### src/hw/rtl/mfi_ram.sv
// Generic single-write, single-read RAM with registered read data.
`timescale 1ns / 1ps
module mfi_ram #(
    parameter int WIDTH = 8,
    parameter int DEPTH = 16
) (
    input  logic                     aclk,
    input  logic                     we,
    input  logic [$clog2(DEPTH)-1:0] waddr,
    input  logic [WIDTH-1:0]         wdata,
    input  logic [$clog2(DEPTH)-1:0] raddr,
    output logic [WIDTH-1:0]         rdata
);

    logic [WIDTH-1:0] mem [DEPTH];
    logic [WIDTH-1:0] rdata_reg;

    always_ff @(posedge aclk) begin
        if (we) begin
            mem[waddr] <= wdata;
        end
        rdata_reg <= mem[raddr];
    end

    assign rdata = rdata_reg;

endmodule

### config.mk
export PLATFORM = sky130hd
export DESIGN_NAME = mfi_ram
export DESIGN_NICKNAME = d
export VERILOG_FILES = /design/src/hw/rtl/mfi_ram.sv
export SDC_FILE = /design/constraint.sdc
export NUM_CORES = 1
export LEC_CHECK = 0
export CORE_MARGIN = 4
export CORE_UTILIZATION = 60
export DETAILED_ROUTE_END_ITERATION = 12
export DONT_BUFFER_PORTS = 1
export GPL_TIMING_DRIVEN = 0
export PLACE_DENSITY = 0.81
export SLEW_MARGIN = 20
export SYNTH_ARGS = -nofsm -noshare
export SYNTH_HDL_FRONTEND = slang
export SYNTH_SLANG_ARGS = --single-unit
### constraint.sdc
create_clock -name aclk -period 4.7 [get_ports aclk]
set_input_delay 0.705 -clock aclk [delete_from_list [all_inputs] [get_ports aclk]]
set_output_delay 0.705 -clock aclk [all_outputs]
set_load 0.03 [all_outputs]
# Word-level counts from Yosys, hierarchy flattened
# Memory sizes are Yosys's and may differ from the RTL's. A register that Yosys moved wholly into a read port is not among the register bits.
# Cells that the tools add are included.
[totals]
regBits = 0
mem_bits_rw = 128
inputBits = 18
out_inout_bits = 8
word_cells = 3
mem_count = 1
[mem_list]
columns = ["memory", "depth", "width", "rd", "rd_clocked_by_memory_dff", "write_ports", "line_no", "source"]
rows = [
  ["mem", 16, 8, 1, 1, 1, "15", "logic [WIDTH-1:0] mem [DEPTH];"],
]
[classes]
mux = 2
[op_table]
columns = ["operator", "count"]
rows = [
  ["1-bit 2-to-1 mux", 2],
]

# Longest topological paths before layout
[depth]
depth_word = 2
depth_mapped = 5

# Worst setup path before layout
# No wires, ideal clock.
[synth_timing]
path_type = "input port to flip-flop"
start = "input waddr[2]"
end = "memory mem[0][0], enable pin"
setup_ps = 383
t_arrival_ps = 1815
setup_slack_ps = 2502
cell_stages = 2
path_cell_list = "or3b_2 -> nor3_1"
[synth_rtl]
columns = ["item", "line_no", "source"]
rows = [
  ["start: declaration", "9", "input logic [$clog2(DEPTH)-1:0] waddr,"],
  ["end: declaration", "15", ""],
]
# No word-level cell before the write port.

# Final worst setup path
[layout_timing]
start = "input waddr[2]"
end = "memory mem[2][5], enable pin"
# No word-level cell before the write port.

==> flow_summary.toml <==
[timing]
setup_viol = 0
min_period_ps = 1780
setup_tns_ps = 0
max_freq_ghz = 0.561
setup_ws_ps = 2920
slew_viol_final = 0
clock_skew_ps = 8.38
maxSlewHeadroom = 0.429
tightest_slew_ps = 854
rsz0062_at_grt = "no"
hold_violations = 0
fin_crit_sh = 0.379

[routing]
vias_per_cell = 6.40
drc_errors = 0
wl_per_cell_um = 27.3
ant_nets = 0
drtIter0Drc = 194
vias = 2344
firstDrtPassIters = 5
drt-total-wl_mm = 10.0

[floorplanning]
fp.dieW_um = 101
core_area_mm2 = 0.00830
die_y_um = 101
std_cell_rows = 33
die_area_mm2 = 0.0101
initial_core_util = 0.620
io_pins = 26

[critical_path]
cp.arrival_ps = 1920
crit_path_max_fanout = 8
crit_chain = "or3b_2 > nor2_1"
crit_path_top_delay_cell = "nor2_1"
critPathKind = "input pin to flip-flop"
critPathMaxStageDelay_ps = 680
start_kind = "input pin"
crit_required_ps = 4840
endpoint_kind = "flip-flop"
critPathTopFamily = "simple AND/OR/NAND/NOR gates"
worst-path-buf-inv = 0

[clocking]
clockBufferDepth = 2
root_buffer = "clkbuf_8"
clkSlewWorstSetupHoldPaths_ps = 60
tritoncts = "done"
clkLatencyLatePin_ps = 520
htreeDepth = 4
cts.sinks = 136
cts_buffers = 17
cts_hold_buffers = 0
cts_setup_buffers = 0
cts_resized = 0

[global_routing]
grtUsageTotal = 0.217
grt_pass1_vias = 2512
grt_pass1_wl_mm = 15.2
antenna_found_initial = 0
grt_start_max_net_pins = 17
overflow = 0

[layout]
stdcell_area_mm2 = 0.00588
drive_gt1_frac = 0.241
num_antenna_cells = 0
n_fill_cell = 475
final_nets = 266
largest_reg_flops = 128
syn2layout_area_growth_pct = 14.3

[outcome]
outcome = "complete, no violations"

[placed_design]
placed_area_mm2 = 0.00529
pre_cts_ws_ps = 2390
globalplace.congestion = 0.721
dpl.hpwl_mm = 6.01
portBuffers = 0

[synth]
synth_nets = 247
synthArstFlopShare = 0
yosysTopAreaCell = "edfxtp_1"
yosys_warnings = 0
synth_top_area_frac = 0.747
synthCells = 229
ys_seq_area_frac = 0.778
ys_top_cells_by_count = "edfxtp_1 (128), mux4_2 (18), a22oi_1 (16), mux4_1 (14), nor2_1 (13)"
ys.flop_type = "edfxtp_1"
syn_avg_cell_area_um2 = 22.5
synth-edff-count = 128
synthMostInstantiatedCell = "edfxtp_1"
ys_seq_elements = 136
synth_cell_types = 19
netlist_area_mm2 = 0.00515
synthTopCellsByArea = "edfxtp_1 (75%), mux4_2 (7.9%), mux4_1 (7.1%), dfxtp_1 (3.1%), a22oi_1 (2.3%)"

[hold_path]
hold_path_class = "input pin to flip-flop"

[pwr]
leakagePower_nw = 1.93
power_mw = 2.77
ir_drop_uv = 326
p_per_area_mw_per_mm2 = 471

[job]
drv_cap = 0
cells in the final DEF, fill, tap and decap left out, drive strengths merged:
cell / n
a22oi: 16
and2: 1
and2b: 1
buf: 7
bufinv: 3
clkbuf: 19
clkdlybuf4s25: 3
clkinv: 7
clkinvlp: 3
dfxtp: 8
edfxtp: 128
mux4: 32
nand2: 9
nand2b: 2
nand3: 1
nand3b: 2
nor2: 13
nor2b: 1
nor3: 4
or3b: 1
through the flow:
| stage | util | hold slack [ps] | std cells |
|---|---|---|---|
| floorplan | - | 629 | 229 |
| global placement | 0.636 | 670 | 334 |
| detailed placement | 0.637 | 680 | 334 |
| CTS | 0.708 | 260 | 366 |
| global route | 0.709 | 256 | 366 |
| finish | 0.709 | 282 | 366 |
routing by layer:
metal  part of all wire  up-vias  track usage
li1                   -     1015            -
met1               0.39     1192        0.296
met2               0.49      117        0.324
met3              0.092       20       0.0775
met4              0.027        0       0.0881
met5                  0        -            0
worst register-to-register path, cell delays in order, from the launching register on:
cell and delay [ps]:
edfxtp_1 410, mux4_1 590, a22oi_1 230, nand2_1 90
final cells by class:
cell class,count,area [µm²],area share
clock inverter,13,154,0.0262
tap,105,131,0.0223
buffer,10,86.3,0.0147
sequential,136,4000,0.680
clock buffer,19,432,0.0734
multi-input combinational,83,1080,0.183
worst paths after layout:
check	slack, ps	from	endpoint	cells past startpoint
min reg2reg	700	mem[8][0]	rdata[0]	3
max reg2reg	3270	mem[6][3]	rdata[3]	3
min	280	wdata[4]	mem[12][4]	0
max	2920	waddr[2]	mem[2][5]	2
cell families (layout without fill, tap and decap cells):
kind of cell	Yosys count	in the layout	synth area share
and+or+nand+nor	35	35	0.0318
DFF	136	136	0.778
muxes	32	32	0.150
buffers and inverters	10	42	0.0168
AOI/OAI and AO/OA	16	16	0.0233
where the power goes:
group	leakage, nW	internal, mW	switching [mW]
Clock	0.281	0.817	0.481
Sequential	1.22	1.36	0.0247
Combinational	0.423	0.0440	0.0486
Power figures use the tool's default switching activity.
